$ cat src/rtl/core/mpq_pkg.sv
// ----------------------------------------------------------------------------
// mpq_pkg
// shared types and codes of the max-priority queue
// ----------------------------------------------------------------------------
package mpq_pkg;

    localparam int VALUE_W  = 32;
    localparam int STATUS_W = 2;
    localparam int SCOUNT_W = 4;

    // request operation codes
    typedef enum logic {
        OP_INSERT = 1'b0,
        OP_REMOVE = 1'b1
    } t_op;

    // result status codes
    typedef enum logic [STATUS_W-1:0] {
        ST_INSERTED  = 2'd0,
        ST_REMOVED   = 2'd1,
        ST_OVERFLOW  = 2'd2,
        ST_UNDERFLOW = 2'd3
    } t_status;

    // controller states
    typedef enum logic {
        S_IDLE = 1'b0,
        S_EXEC = 1'b1
    } t_state;

    // controller to datapath
    typedef struct packed {
        logic    capture;
        logic    load_result;
        logic    do_insert;
        logic    do_remove;
        t_status status;
    } t_cmd;

    // datapath to controller
    typedef struct packed {
        t_op  req_op;
        logic full;
        logic empty;
    } t_dp_stat;

endpackage

$ cat src/rtl/core/mpq_if.sv
// ----------------------------------------------------------------------------
// mpq request and result channels
// valid/ready channels carrying one request or one result
// ----------------------------------------------------------------------------
interface mpq_req_if;
    import mpq_pkg::*;

    logic                      valid;
    logic                      ready;
    logic                      operation;
    logic signed [VALUE_W-1:0] value;

    modport source (output valid, output operation, output value, input ready);
    modport sink   (input valid, input operation, input value, output ready);
endinterface

interface mpq_rsp_if;
    import mpq_pkg::*;

    logic                      valid;
    logic                      ready;
    logic [STATUS_W-1:0]       status;
    logic signed [VALUE_W-1:0] removed_value;
    logic [SCOUNT_W-1:0]       stored_count;

    modport source (output valid, output status, output removed_value,
                    output stored_count, input ready);
    modport sink   (input valid, input status, input removed_value,
                    input stored_count, output ready);
endinterface

$ cat src/rtl/core/mpq_datapath.sv
// ----------------------------------------------------------------------------
// mpq_datapath
// sorted chain of value cells, request capture and result register
// ----------------------------------------------------------------------------
module mpq_datapath #(
    parameter int CAPACITY = 8
) (
    input  logic                               i_clk,
    input  logic                               i_rst_n,
    input  mpq_pkg::t_cmd                      i_cmd,
    output mpq_pkg::t_dp_stat                  o_stat,
    input  logic                               i_operation,
    input  logic signed [mpq_pkg::VALUE_W-1:0] i_value,
    output logic [mpq_pkg::STATUS_W-1:0]       o_status,
    output logic signed [mpq_pkg::VALUE_W-1:0] o_removed_value,
    output logic [mpq_pkg::SCOUNT_W-1:0]       o_stored_count
);
    import mpq_pkg::*;

    localparam int CNT_W = $clog2(CAPACITY + 1);
    localparam int EXT_W = (CNT_W > SCOUNT_W) ? CNT_W : SCOUNT_W;

    // captured request
    t_op                      r_op;
    logic signed [VALUE_W-1:0] r_val;

    // cells kept in descending order, maximum in cell 0
    logic signed [VALUE_W-1:0] r_entry [CAPACITY];
    logic signed [VALUE_W-1:0] n_entry [CAPACITY];
    logic [CNT_W-1:0]          r_count;
    logic [CNT_W-1:0]          n_count;
    logic [CAPACITY-1:0]       keep;
    logic [EXT_W-1:0]          count_ext;

    // result register
    t_status                   r_status;
    logic signed [VALUE_W-1:0] r_removed;
    logic [SCOUNT_W-1:0]       r_stored;

    always_ff @(posedge i_clk) begin
        if (i_cmd.capture) begin
            r_op  <= t_op'(i_operation);
            r_val <= i_value;
        end
    end

    // a cell keeps its value when it is occupied and not below the new one
    always_comb begin
        for (int i = 0; i < CAPACITY; i++) begin
            keep[i] = (CNT_W'(i) < r_count) && (r_entry[i] >= r_val);
        end
    end

    // next cell contents for either operation
    always_comb begin
        for (int i = 0; i < CAPACITY; i++) begin
            if (i_cmd.do_remove) begin
                n_entry[i] = (i < CAPACITY - 1) ? r_entry[(i + 1) % CAPACITY] : r_entry[i];
            end else if (keep[i]) begin
                n_entry[i] = r_entry[i];
            end else if (i == 0) begin
                n_entry[i] = r_val;
            end else if (keep[(i + CAPACITY - 1) % CAPACITY]) begin
                n_entry[i] = r_val;
            end else begin
                n_entry[i] = r_entry[(i + CAPACITY - 1) % CAPACITY];
            end
        end
    end

    always_comb begin
        n_count = r_count;
        if (i_cmd.do_insert) begin
            n_count = r_count + CNT_W'(1);
        end else if (i_cmd.do_remove) begin
            n_count = r_count - CNT_W'(1);
        end
        count_ext = EXT_W'(n_count);
    end

    always_ff @(posedge i_clk) begin
        if (i_cmd.do_insert || i_cmd.do_remove) begin
            for (int i = 0; i < CAPACITY; i++) begin
                r_entry[i] <= n_entry[i];
            end
        end
    end

    always_ff @(posedge i_clk) begin
        if (!i_rst_n) begin
            r_count <= '0;
        end else begin
            r_count <= n_count;
        end
    end

    always_ff @(posedge i_clk) begin
        if (i_cmd.load_result) begin
            r_status  <= i_cmd.status;
            r_removed <= i_cmd.do_remove ? r_entry[0] : '0;
            r_stored  <= count_ext[SCOUNT_W-1:0];
        end
    end

    assign o_stat.req_op   = r_op;
    assign o_stat.full     = (r_count == CNT_W'(CAPACITY));
    assign o_stat.empty    = (r_count == '0);
    assign o_status        = r_status;
    assign o_removed_value = r_removed;
    assign o_stored_count  = r_stored;

endmodule

$ cat src/rtl/core/mpq_ctrl.sv
// ----------------------------------------------------------------------------
// mpq_ctrl
// request sequencing, outcome decision and result valid flag
// ----------------------------------------------------------------------------
module mpq_ctrl (
    input  logic              i_clk,
    input  logic              i_rst_n,
    input  logic              i_in_valid,
    output logic              o_in_ready,
    input  logic              i_out_ready,
    output logic              o_out_valid,
    input  mpq_pkg::t_dp_stat i_stat,
    output mpq_pkg::t_cmd     o_cmd
);
    import mpq_pkg::*;

    t_state r_state;
    t_state n_state;
    logic   r_out_valid;
    logic   n_out_valid;

    always_ff @(posedge i_clk) begin
        if (!i_rst_n) begin
            r_state     <= S_IDLE;
            r_out_valid <= 1'b0;
        end else begin
            r_state     <= n_state;
            r_out_valid <= n_out_valid;
        end
    end

    always_comb begin
        n_state     = r_state;
        o_in_ready  = 1'b0;
        o_cmd       = '0;
        o_cmd.status = ST_INSERTED;
        case (r_state)
            S_IDLE: begin
                o_in_ready = 1'b1;
                if (i_in_valid) begin
                    o_cmd.capture = 1'b1;
                    n_state       = S_EXEC;
                end
            end
            S_EXEC: begin
                // wait until the result register is free
                if (!r_out_valid || i_out_ready) begin
                    o_cmd.load_result = 1'b1;
                    n_state           = S_IDLE;
                    if (i_stat.req_op == OP_INSERT) begin
                        if (i_stat.full) begin
                            o_cmd.status = ST_OVERFLOW;
                        end else begin
                            o_cmd.do_insert = 1'b1;
                            o_cmd.status    = ST_INSERTED;
                        end
                    end else begin
                        if (i_stat.empty) begin
                            o_cmd.status = ST_UNDERFLOW;
                        end else begin
                            o_cmd.do_remove = 1'b1;
                            o_cmd.status    = ST_REMOVED;
                        end
                    end
                end
            end
            default: begin
                n_state = S_IDLE;
            end
        endcase
        n_out_valid = (r_out_valid && !i_out_ready) || o_cmd.load_result;
    end

    assign o_out_valid = r_out_valid;

endmodule

$ cat src/rtl/core/max_priority_queue.sv
// ----------------------------------------------------------------------------
// max_priority_queue
// bounded max-priority queue over a sorted chain of cells
// ----------------------------------------------------------------------------
// Each request either inserts a signed 32-bit value or removes the largest
// stored value, and gives exactly one result: status, the removed value
// (zero unless the status is removed) and the count held afterwards, shown
// modulo 16. An insert into a full queue reports overflow and a remove from
// an empty one reports underflow; neither changes the contents. Each
// request is first captured; then, once the result register is free, all
// cells of the sorted chain compare against the new value in parallel and
// shift by one place, writing the result register. A new request is taken
// while the last result still waits on the output, but not while one is
// still being executed.
module max_priority_queue #(
    parameter int CAPACITY = 8
) (
    input  logic    i_clk,
    input  logic    i_rst_n,
    mpq_req_if.sink   i_req,
    mpq_rsp_if.source o_rsp
);
    import mpq_pkg::*;

    t_cmd     cmd;
    t_dp_stat dp_stat;

    // sequencing of each request
    mpq_ctrl u_ctrl (
        .i_clk       (i_clk),
        .i_rst_n     (i_rst_n),
        .i_in_valid  (i_req.valid),
        .o_in_ready  (i_req.ready),
        .i_out_ready (o_rsp.ready),
        .o_out_valid (o_rsp.valid),
        .i_stat      (dp_stat),
        .o_cmd       (cmd)
    );

    // value cells, count and result register
    mpq_datapath #(
        .CAPACITY (CAPACITY)
    ) u_dp (
        .i_clk           (i_clk),
        .i_rst_n         (i_rst_n),
        .i_cmd           (cmd),
        .o_stat          (dp_stat),
        .i_operation     (i_req.operation),
        .i_value         (i_req.value),
        .o_status        (o_rsp.status),
        .o_removed_value (o_rsp.removed_value),
        .o_stored_count  (o_rsp.stored_count)
    );

endmodule

$ cat src/flat_wrapper.sv
// flat-port wrapper written by rule: the top's interface ports become plain ports
module max_priority_queue_flat import mpq_pkg::*;
#(
    parameter int CAPACITY = 8
)
  (i_clk, i_rst_n, i_req_valid, i_req_operation, i_req_value, i_req_ready, o_rsp_valid, o_rsp_status, o_rsp_removed_value, o_rsp_stored_count, o_rsp_ready);
  mpq_req_if i_req_i ();
  mpq_rsp_if o_rsp_i ();
  input  logic i_clk;
  input  logic i_rst_n;
  input wire logic [$bits(i_req_i.valid)-1:0] i_req_valid;
  input wire logic [$bits(i_req_i.operation)-1:0] i_req_operation;
  input wire logic [$bits(i_req_i.value)-1:0] i_req_value;
  output wire logic [$bits(i_req_i.ready)-1:0] i_req_ready;
  output wire logic [$bits(o_rsp_i.valid)-1:0] o_rsp_valid;
  output wire logic [$bits(o_rsp_i.status)-1:0] o_rsp_status;
  output wire logic [$bits(o_rsp_i.removed_value)-1:0] o_rsp_removed_value;
  output wire logic [$bits(o_rsp_i.stored_count)-1:0] o_rsp_stored_count;
  input wire logic [$bits(o_rsp_i.ready)-1:0] o_rsp_ready;
  assign i_req_i.valid = i_req_valid;
  assign i_req_i.operation = i_req_operation;
  assign i_req_i.value = i_req_value;
  assign i_req_ready = i_req_i.ready;
  assign o_rsp_valid = o_rsp_i.valid;
  assign o_rsp_status = o_rsp_i.status;
  assign o_rsp_removed_value = o_rsp_i.removed_value;
  assign o_rsp_stored_count = o_rsp_i.stored_count;
  assign o_rsp_i.ready = o_rsp_ready;
  max_priority_queue #(.CAPACITY(CAPACITY)) u_core (.i_clk(i_clk), .i_rst_n(i_rst_n), .i_req(i_req_i), .o_rsp(o_rsp_i));
endmodule
$ cat config.mk
export PLATFORM = sky130hd
export DESIGN_NAME = max_priority_queue_flat
export DESIGN_NICKNAME = d
export VERILOG_FILES = /design/src/rtl/core/mpq_pkg.sv /design/src/rtl/core/mpq_if.sv /design/src/rtl/core/mpq_datapath.sv /design/src/rtl/core/mpq_ctrl.sv /design/src/rtl/core/max_priority_queue.sv /design/src/flat_wrapper.sv
export SDC_FILE = /design/constraint.sdc
export NUM_CORES = 1
export LEC_CHECK = 0
export BUFFER_PORTS_ARGS = -buffer_cell sky130_fd_sc_hd__buf_2
export CAP_MARGIN = 20
export CORE_MARGIN = 1.5
export CORE_UTILIZATION = 45
export CTS_BUF_LIST = sky130_fd_sc_hd__clkbuf_8
export CTS_CLUSTER_SIZE = 14
export DETAILED_ROUTE_END_ITERATION = 8
export SLEW_MARGIN = 20
export SYNTH_ARGS = -nofsm -noshare
export SYNTH_HDL_FRONTEND = slang
export SYNTH_SLANG_ARGS = --single-unit
$ cat constraint.sdc
create_clock -name i_clk -period 7.1 [get_ports i_clk]
set_input_delay 1.42 -clock i_clk [delete_from_list [all_inputs] [get_ports i_clk]]
set_output_delay 1.42 -clock i_clk [all_outputs]
set_load 0.05 [all_outputs]
==> results of run 1 <==
## synthesized netlist by cell type, types with 68 or more instances
cell type and number:
nor2_1 138, edfxtp_1 327, o21ai_0 111, nand2_1 215
a21oi_1 190, clkbuf_1 110, a22oi_1 68, ha_1 259
nand4_1 130, a21o_1 75, a31oi_1 69
## final cells by class
cell class,instances,area share (%)
diodes,1,0.0103
flip-flops and latches,333,40.9
clock buffers,69,3.91
well taps,615,3.17
multi-input cells,1616,47.3
repair buffers,111,2.96
inverters,55,0.855
clock inverters,41,0.896
## worst max-delay path by stage
stage / start / to / slack (ps) / depth (start not counted)
3_3_place_gp: u_core.u_dp.r_val[31] / u_core.u_dp.r_entry[0][27] / 2500 / 11
4_1_cts: u_core.u_dp.r_val[31] / u_core.u_dp.r_entry[0][28] / 2380 / 11
6_report: u_core.u_dp.r_val[31] / u_core.u_dp.r_entry[0][0] / 2280 / 11
5_1_grt: u_core.u_dp.r_val[31] / u_core.u_dp.r_entry[0][28] / 2150 / 11
3_5_place_dp: u_core.u_dp.r_val[31] / u_core.u_dp.r_entry[0][27] / 2390 / 11
2_1_floorplan: u_core.u_dp.r_val[30] / u_core.u_dp.r_entry[0][64] / 1960 / 11
## power breakdown
part	leakage (nW)	internal [mW]	switching (mW)
combinational	6.40	0.310	0.645
clock	0.647	0.952	0.883
sequential	3.08	2.32	0.114
total	10.1	3.58	1.64
## worst max-delay path: cells and delay by family (launching register included)
kind            cells  cell delay, ps
buf+inv             3            1300
fa+ha+maj           1             410
flops               1             400
compound gates      2             840
simple gates        5            1470
## sequential cells by signal, summed over array words and instances (netlist names)
name	flops
u_core.u_dp.r_entry	256
u_core.u_dp.o_status	2
u_core.u_dp.o_removed_value	32
u_core.u_dp.r_val	32
u_core.u_dp.r_count	4
u_core.u_ctrl.r_state	1
u_core.u_ctrl.o_out_valid	1
u_core.u_dp.o_stored_count	4
u_core.u_dp.r_op	1
## metrics by stage
step	cells	utilization [%]
2_1_floorplan	2145	-
3_3_place_gp	2727	47.9
3_5_place_dp	2729	48.1
4_1_cts	2839	50.5
5_1_grt	2841	50.6
6_report	2841	50.6
## logic make-up after synthesis
| group | share of synthesized area (%) |
|---|---|
| buffers and inverters | 3.70 |
| XOR/XNOR | 0.119 |
| multiplexers | 4.58 |
| AND/OR/NAND/NOR | 13.6 |
| AO/OA/AOI/OAI | 18.2 |
| adder cells (fa/ha/maj) | 14.7 |
| flip-flops | 45.1 |
## layer usage
metal	part of all wire [%]	global-route usage, %	up-vias
li1	-	-	8328
met1	42	46.2	9293
met2	43	47.2	1304
met3	12	7.46	208
met4	3.6	11.9	0
met5	0	0	-
==> summary by stage, run 1 <==
Timing
Setup total negative slack on the finished layout was measured at 0 ps. Setup repair after global routing left no endpoint under its margin. The worst hold slack is 541 ps. For the final database, setup skew stands at 35.2 ps.

Setup slack on the critical path of the routed design comes to 2280 ps. Setup violations remaining at the end of the flow were counted as 0. Measured against its own limit, the worst slew margin works out to 20.2%. The maximum achievable frequency is 207 MHz. The actual transition at the worst max-transition pin is 1200 ps. The share of the clock period used by the worst path after layout is 67.9%. The minimum clock period is 4820 ps.

The number of slew-limit violations in the final report is 0. The number of endpoints with negative hold slack in the final report came to 0.

Worst setup path
In this run the worst path has a maximum fanout of 23. The kind of start point of the critical path is a register. The most numerous cell type found on the critical path is buf_4. The arrival time reported for the critical path endpoint is 5150 ps. The largest single stage delay on the critical path is 620 ps. The critical-path cell with the highest stage delay is buf_4. The required arrival time at the worst endpoint is 7430 ps. The endpoint of the lowest-slack register-to-register path is u_core.u_dp.r_entry[0][0]. The number of cells on the worst reg-to-reg path is 11. The type of the worst setup path is reg2reg.

The worst setup path is captured at a register. Walking the worst path, the cells encountered are inv_1 > ha_1 > nand4_1 > nor4_1 > a221o_1 > or3_1 > a31o_2 > buf_4 > nor2_1 > nor2_4 > buf_4. The worst register-to-register path begins at u_core.u_dp.r_val[31]. The register-to-register path setup slack is 2280 ps.

Clock network
In this run, post-CTS hold repair placed 0 buffers. The clock net in this run drives a total of 333 sinks. The clock tree from TritonCTS is built. Once the clock tree was built, the resizer swapped 0 gates to a different size. The clock-pin slew on the worst setup and hold paths is 60 ps. The number of buffers added by the clock tree synthesis step is 61.

The H-tree was split into 2 levels. At the later pin of the worst-skew pair, clock insertion delay measures 700 ps. No sink is reached through more buffers than the 3 on the longest clock path.

The buffer cell driving the clock tree root is clkbuf_8. Post-CTS timing repair inserted 0 buffers for setup.

Yosys
The average instance area after synthesis is 10.3 um2. The cell area after synthesis is 0.0221 mm2. The share of synthesized registers carrying an async set or reset is 0%. During synthesis, Yosys emitted a total of 0 warnings. In this run, distinct cell masters in the synthesized netlist total 64. The count of mapped cells out of synthesis is 2145. The most used flip-flop cell after synthesis is edfxtp_1. The number of synthesized register bits is 333. The proportion of netlist area held by the largest area contributor is 44.5%.

The biggest area contributor in the post-synthesis netlist is edfxtp_1. Synthesis produced a netlist with a net count of 2441. The synthesized design contains 327 enable-type register cells. Sequential cells were found to cover 45.1% of the synthesized design area. Ranked by total cell area, the synthesized netlist is headed by edfxtp_1 (45%), ha_1 (15%), a21oi_1 (4.3%).

Power
The design draws 5.22 mW. The maximum ir drop on the vdd rail is 0.120 mV. For this design the static power due to leakage is 10.1 nW.

The power per unit of standard cell area is 215 mW/mm2.

Worst hold path
The type of the tightest min-delay check is reg2reg. The hold path startpoint is u_core.u_ctrl.o_out_valid. The number of stages on the worst hold path is 2. The endpoint of the worst hold path is u_core.u_ctrl.o_out_valid.

Detailed routing
The routed layout has 19100 vias. After detailed routing, the total wire length is 82100 um. The pre-antenna-repair detailed-routing pass consisted of 8 iterations. Dividing the detail-routed via count by the number of cells gives 6.73. The number of design-rule violations left by the first detailed-router iteration is 2752. The final routed DRC violation total is 0. The detail route stage leaves a number of antenna-violating nets equal to 0. The routed wirelength normalized by instance count is 28.9 um.

Place
In this run the tool buffered the top-level ports with 76 buffer cells. The post-placement worst setup slack is 2390 ps. The detailed-placement wirelength estimate is 51100 um. The congestion estimate from routability-driven global placement came to 0.966. The instance area at placement is 0.0231 mm2.

Cells and area
The filler cells instantiated in the layout total 4425. The final layout contains 2474 nets. The top cell types in the final layout, fill and taps aside, are edfxtp_1 (327), ha_1 (259), nand2_1 (215). The area growth from synthesis to layout is 10.1%.

The post-route netlist has 11.2% of its cells at a drive strength greater than 1. The sequential cell area is 0.00994 mm2. Leaving out fill and tap cells, the most frequent cell in the layout is edfxtp_1. Summing all non-filler instances in the final layout gives an area of 0.0243 mm2. The area of combinational cells with multiple inputs is 0.0115 mm2.

Global route
The pin count of the biggest net entering global routing is 195. The via count of the first global-routing pass is 18300. The initial antenna violation count is 1. Summed over all layers, the global routing overflow is 0. The first global-routing pass estimated 121000 um of wire.

The global routing usage summed across all routing layers is 32.2%.

Flow run
The max capacitance violation total is 0.

Die
The initial cell density of the core is 45.9%. 77 I/O pins were placed. Row generation in the floorplan step produced 80 rows. The floorplan step set the die height to 224 um.

The die area is 0.0503 mm2. The region available for standard cell placement spans 0.0480 mm2. The die is 224 um wide.

Outcome
The run finished with clean final reports.
Power figures use the tool's default switching activity.
==> run 2: changes to the inputs <==
==> constraint.sdc (replaced) <==
create_clock -name i_clk -period 4.2 [get_ports i_clk]
set_input_delay 0.84 -clock i_clk [delete_from_list [all_inputs] [get_ports i_clk]]
set_output_delay 0.84 -clock i_clk [all_outputs]
set_load 0.05 [all_outputs]
==> run 2 against run 1 <==
Against the previous run:
- total power increased by 74%
- clock power is 80% higher
- largest power group unchanged
- first-iteration DRC count down 8.8%
- die area unchanged
- final cell count is 2.1% higher
- register-to-register slack worse by 2200 ps
- count of clock-buffer cells in the layout rose by 4
- sequential share of layout area down 0.87 points
- clock skew up 7.1 ps
- highest routed layer unchanged
==> summary by stage, run 2 (synthesized netlist as in run 1, its figures left out) <==
Global route
In the global route stage, met1 resource usage came out at 45.6%. The busiest metal layer after global routing is met2. The via count of the first global-routing pass is 18800. The pin count of the biggest net entering global routing is 195. In the global route stage, overall resource usage came out at 32.9%. Global routing consumed, on the met2 layer, 48.2% of the routing resources. Global routing used 8.20% of the available met3 tracks. The wire length of the first global-routing pass is 122000 um. The initial antenna violation count is 0. After global routing the overflow that remains totals 0.

Clock network
The clock reaches the later pin of the worst-skew pair after 680 ps. The clock tree synthesis step divided the H-tree into 3 levels. The clock tree from TritonCTS is built.

The number of setup buffers added after CTS is 0. The buffer levels on the longest clock path is 3. The number of buffers added by the clock tree synthesis step is 66. The buffer cell driving the clock tree root is clkbuf_8.

The CTS sink count is 333. The clock-pin slew on the worst setup and hold paths is 60 ps.

Timing
The worst hold slack is 340 ps. The worst slew margin relative to its limit is 19.4%. The maximum achievable frequency is 243 MHz. Setup repair after global routing left no endpoint under its margin.

In the finished design, the share of the clock period the worst path needs comes to 98.1%. The number of slew-limit violations in the final report is 0. The post-route clock skew is 42.3 ps. The final total negative setup slack is 0 ps. The minimum clock period is 4120 ps. The worst setup margin is 79.2 ps. Setup violations remaining at the end of the flow were counted as 0. The number of endpoints with negative hold slack in the final report came to 0.

The actual transition at the worst max-transition pin is 1210 ps.

Die
The floorplan has 80 rows. The die height is 224 um. The die area is 0.0503 mm2.

The initial utilization of the core area, before any placement, comes to 45.9%. The floorplan die width is 224 um. The core area is 0.0480 mm2. The I/O pin total is 77.

Cells and area
After the last flow step, the layout net total stands at 2529. The register ranked first by flip-flop count is u_core.u_dp.r_entry. From synthesis to final layout, the design area changed by 12.5%.

The library cell used most frequently in the layout, excluding fill and tap cells, is edfxtp_1. The fraction of final layout cells with drive strength greater than 1 is 13.3%. The number of flip-flops in the largest register is 256. After the flow finishes, the layout carries non-filler instances totaling 2900. The antenna cell count is 0. In the layout the commonest cells are edfxtp_1 (327), ha_1 (259), nand2_1 (215).

Place
Counting tap cells, the placed design contains a total of 2778 instances. The detailed-placement wirelength estimate is 53400 um. The post-placement worst setup slack is 2.00 ps. The congestion estimate from routability-driven global placement came to 0.974. The number of port buffers is 76.

Worst hold path
The type of the tightest min-delay check is in2reg. The number of stages on the worst hold path is 1.

Detailed routing
The number of design-rule violations left by the first detailed-router iteration is 2509. The aggregate routed wire length is 83300 um. The number of detailed-route iterations in the first pass is 5. After detailed routing, the number of remaining DRC violations is 0. In this run the remaining antenna-violating nets after routing total 0. In the final routed layout, each cell accounts on average for 28.7 um. The vias per cell is 6.76. The total via count in the routed design is 19600.

Power
The maximum ir drop on the vdd rail is 0.243 mV. The power per unit of standard cell area is 366 mW/mm2. In this run the static leakage power is 10.5 nW. Summing internal, switching and leakage power gives 9.08 mW.

Worst setup path
Data arrives at the worst endpoint at 4510 ps. For the worst flop-to-flop path, the logic depth is 10. By startpoint and endpoint, the worst setup path is classified as reg2reg. The cell that appears most often on the critical path is nand4_1.

The endpoint class of the critical path is a register. Traced cell by cell, the critical path runs through inv_1 > ha_1 > nand4_1 > nor4_1 > nand4_1 > a211o_1 > o21ai_4 > buf_4 > o31a_1 > nand2_1. The kind of start point of the critical path is a register. In this design, the stage delay of the slowest critical-path cell is 700 ps. The required arrival time at the worst endpoint is 4590 ps. The largest fanout on the critical path is 64. The largest individual stage delay along the critical path comes from the cell buf_4.

Flow run
The tool flagged a number of max-cap violations equal to 0.

Outcome
The flow ran to the end, and the final reports show no timing, DRC or antenna violations.
[run 2: stage by stage]
step / util [%] / area (um2)
2_1_floorplan: - / 22100
3_3_place_gp: 48.9 / 23500
3_5_place_dp: 48.9 / 23500
4_1_cts: 51.6 / 24800
5_1_grt: 51.6 / 24800
6_report: 51.6 / 24800
[run 2: layout make-up]
cell class / instances / area (um2)
fill: 4361 / 23200
timing repair buffer: 160 / 1140
inverter: 55 / 208
clock buffer: 73 / 1000
tap: 615 / 769
clock inverter: 47 / 268
sequential: 333 / 9940
multi-input combinational: 1617 / 11500
[run 2: worst paths after layout]
check                                                from                          to  slack (ps)
worst max-delay path                u_core.u_dp.r_val[31]  u_core.u_dp.r_entry[1][21]          80
worst min-delay path                      i_req_operation            u_core.u_dp.r_op         340
worst max register to register      u_core.u_dp.r_val[31]  u_core.u_dp.r_entry[1][21]          80
worst min register to register  u_core.u_ctrl.o_out_valid   u_core.u_ctrl.o_out_valid         540
[run 2: what timing repair did]
| action | in CTS | in global routing |
|---|---|---|
| resized for setup | 0 | 0 |
| hold buffers | 0 | 0 |
| endpoints found under the setup margin | 7 | 0 |
[run 2: metal layers]
metal,up-vias,share of wire [%]
met2,1344,43
met4,0,4.3
met5,-,0
met3,238,11
met1,9572,42
li1,8460,-
[run 2: worst max-delay path, delay by kind of cell, from the launching register on]
family | cells | cell delay (ps)
AOI/OAI and AO/OA | 3 | 770
adders and majority gates | 1 | 250
buffers and inverters | 2 | 1030
DFF | 1 | 440
and+or+nand+nor | 4 | 1340
[run 2: report_power, final]
part	internal, mW	switching [mW]
clock network	1.77	1.53
registers	3.92	0.183
logic	0.563	1.12
total	6.26	2.83
==> run 3: changes to the inputs <==
--- a/config.mk
+++ b/config.mk
@@ -5,6 +5,7 @@
 export SDC_FILE = /design/constraint.sdc
 export NUM_CORES = 1
 export LEC_CHECK = 0
+export ABC_AREA = 1
 export BUFFER_PORTS_ARGS = -buffer_cell sky130_fd_sc_hd__buf_2
 export CAP_MARGIN = 20
 export CORE_MARGIN = 1.5
==> run 3 against run 2 <==
Against the previous run:
- combinational power up 15%
- sequential share of layout area down 0.46 points
- first-iteration DRC count down 33%
- cell area up 1.2%
- utilization down 1.4 points
- sequential cell count unchanged
- synthesized area up 3.1%
- register-to-register slack better by 390 ps
- clock skew down 10 ps
- clock power down 9.1%
- hold slack better by 37 ps
==> summary by stage, run 3 <==
Place
OpenSTA, run right after detailed placement, puts the worst setup slack at 477 ps. Counting tap cells, the placed design contains a total of 3468 instances. After legalization and detailed placement, the total HPWL measured 42500 um. The instance area at placement is 0.0239 mm2. In this run the tool buffered the top-level ports with 76 buffer cells. At the end of routability-driven placement, the weighted congestion stood at 0.862.

Timing
Across the routed clock network, the largest skew measured is 32.2 ps. Static timing analysis puts the maximum clock frequency at 268 MHz. The number of endpoints with negative hold slack in the final report is 0. The number of slew-limit violations in the final report is 0. The actual transition at the worst max-transition pin is 1120 ps.

After layout, the worst setup slack is 465 ps. Setup repair after global routing left no endpoint under its margin. Setup violations remaining at the end of the flow were counted as 0. On the final layout, the worst hold slack is 377 ps. Measured against its own limit, the worst slew margin works out to 25.6%.

The smallest clock period supported by the final layout is computed as 3740 ps. After layout, the worst path uses 88.9% of the clock period. Setup total negative slack on the finished layout was measured at 0 ps.

Cells and area
The fraction of the core area covered by cells at the end of the flow is 50.2%. The most common library cell in the layout ignoring fill and taps is nand2_1. In the final design database the tool counted 3160 nets. In the final layout, the share of cells above drive strength 1 is 8.69%.

Leaving out filler cells and counting taps, the final layout contains 3585. The finished cells cover 0.0251 mm2. The count of fill cells added during filler insertion is 4754. The top cell types in the final layout, fill and taps aside, are nand2_1 (951), nand3_1 (438), edfxtp_1 (327).

More flip-flops sit in one register than any other, and that register is u_core.u_dp.r_entry. The area growth from synthesis to layout is 10.4%. The number of flip-flops in the largest register is 256.

Detailed routing
The count of nets left with antenna violations once routing finished came out at 0. After detailed routing, the total wire length is 58500 um. The first detailed-routing pass ran for 5 iterations. After detailed routing, the average wire length per cell comes to 16.3 um. The total via count in the routed design is 18700. For this run, design rule violations remaining after detail routing come to 0.

Using the TritonRoute via totals, the vias-per-cell ratio works out to 5.21. After the first detailed-routing iteration, the DRC count stood at 1682.

Clock network
Clock tree synthesis inserted a total of 66 buffers. Once the clock tree was built, the resizer swapped 0 gates to a different size. The cell sitting at the root of the clock tree is a clkbuf_8.

The clock passes through at most 3 buffers. The clock reaches the later pin of the worst-skew pair after 640 ps. After clock tree synthesis, the clock-pin slew on the worst setup and hold paths is 60 ps. The clock tree from TritonCTS is built.

After clock tree synthesis, the flow added hold-fix buffers numbering 0. The number of post-CTS setup repair buffers is 0. The clock drives 333 sinks. The H-tree was split into 3 levels.

Outcome
The flow ran to the end, and the final reports show no timing, DRC or antenna violations.

Yosys
The share of synthesized cell area in full adder, half adder and majority cells is 14.3%. In the post-synthesis netlist, the cell with the most instances is nand2_1. Yosys printed 0 warnings. Summed over its instances, the top area cell type makes up 43.2% of the synthesized netlist area. The biggest area consumer among synthesized cells is edfxtp_1. In this run the cell area of the synthesized design comes to 0.0227 mm2. The largest family of logic cells by synthesized area is simple AND/OR/NAND/NOR gates. The portion of synthesized area spent on multiplexers is 0%. By area the synthesized netlist is led by edfxtp_1 (43%), nand2_1 (16%), ha_1 (14%). The xor and xnor fraction of the mapped netlist area is 0.116%. Of all flip-flops after synthesis, the portion carrying an async set or reset was 0%. The share of synthesized cell area in and, or, nand and nor gates is 28.9%. The most used flip-flop cell after synthesis is edfxtp_1. By count the netlist is led by nand2_1 (951), nand3_1 (438), edfxtp_1 (327). The synthesized netlist devotes 5.05% of its cell area to compound gates. The number of distinct library cell variants in the gate-level netlist after synthesis is 42. The average instance area after synthesis is 8.19 um2. After synthesis the netlist holds a flip-flop and latch count of 333. The number of nets in the synthesized netlist is 3071. The number of synthesized flops with an enable pin is 327. The post-synthesis sequential area ratio is 43.7%. The count of mapped cells out of synthesis is 2775.

Worst setup path
In this run the worst path has a maximum fanout of 34. The endpoint class of the critical path is a register. The arrival time reported for the critical path endpoint is 4110 ps.

The critical path in this run is classified as reg2reg. The kind of start point of the critical path is a register. The required arrival time at the worst endpoint is 4570 ps.

Die
The initial cell density of the core is 45.5%. The floorplan step defined a core boundary enclosing 0.0500 mm2. The floorplan die width is 228 um.

The initialized floorplan defines 82 standard-cell rows. Measured along the y axis, the die boundary spans 228 um. The I/O pin total is 77. The die covers 0.0519 mm2.

Power
Across the VDD grid, the largest voltage drop is 0.170 mV. For this design the ratio of total power to cell area is 360 mW/mm2. The leakage power is 11.9 nW.

The design draws 9.04 mW.

Worst hold path
The tightest min-delay check is of the in2reg type.

Global route
The via count of the first global-routing pass is 18300. The initial antenna violation count was 0. Global routing finished with a remaining overflow of 0. The wire length of the first global-routing pass is 96600 um. The pin count of the biggest net entering global routing is 260.

The global routing usage summed across all routing layers is 22.8%.

Flow run
The max capacitance violation total is 0.
==> run 3: cell count changes after synthesis, sizes merged, moves of 63 or more <==
cell,change
mux2i,-63
a21oi,-73
nand3,+402
a31oi,-63
nand4,-111
a22oi,-68
clkbuf,-68
nand2,+741
a21o,-66
inv,+221
==> run 3: cell families after synthesis <==
| kind of cell | Yosys count |
|---|---|
| fa+ha+maj | 259 |
| buf+inv | 424 |
| xor+xnor | 3 |
| simple gates | 1544 |
| flops | 333 |
| compound gates | 212 |
==> run 3: area by class of cell <==
class / count / area (um2) / area share [%]
Antenna cell: 1 / 2.50 / 0.00997
Inverter: 308 / 1160 / 4.63
Sequential cell: 333 / 9940 / 39.6
Timing Repair Buffer: 137 / 888 / 3.54
Multi-Input combinational cell: 2018 / 11100 / 44.3
Clock inverter: 45 / 181 / 0.723
Clock buffer: 71 / 977 / 3.89
Tap cell: 672 / 841 / 3.35
==> run 3: routing by layer <==
layer  vias to the layer above  global-route usage, %  share of wire (%)
li1                       9478                      -                  -
met2                       491                   35.4                 43
met1                      8599                   32.6                 49
met3                       105                   3.16                5.3
met4                         0                   7.50                2.3
met5                         -                      0                  0
==> run 3: worst paths after layout <==
kind | startpoint | to | slack [ps] | cells after the start
hold / removal | i_req_value[23] | u_core.u_dp.r_val[23] | 380 | 1
hold reg to reg | u_core.u_dp.r_entry[1][101] | u_core.u_dp.r_entry[1][69] | 550 | 2
setup reg to reg | u_core.u_dp.r_val[31] | u_core.u_dp.r_entry[1][15] | 460 | 13
setup / recovery | u_core.u_dp.r_val[31] | u_core.u_dp.r_entry[1][15] | 460 | 13
==> run 3: power by group <==
group	internal, mW	leakage (nW)	total (mW)	switching (mW)
clock network	1.54	0.666	3.00	1.46
logic	0.597	8.18	1.93	1.33
registers	3.96	3.08	4.11	0.144
==> run 3: worst max-delay path: stages (launching register included) <==
cell and delay (ps):
edfxtp_1 360, clkinv_1 390, ha_1 600, nand2_1 120, nor2_1 140, nand2_1 120
nor4_2 320, nand2_1 130, nand3_1 130, nand3_4 370, nand2_4 450, nand2_1 140
nand3_1 100, nand2_1 60
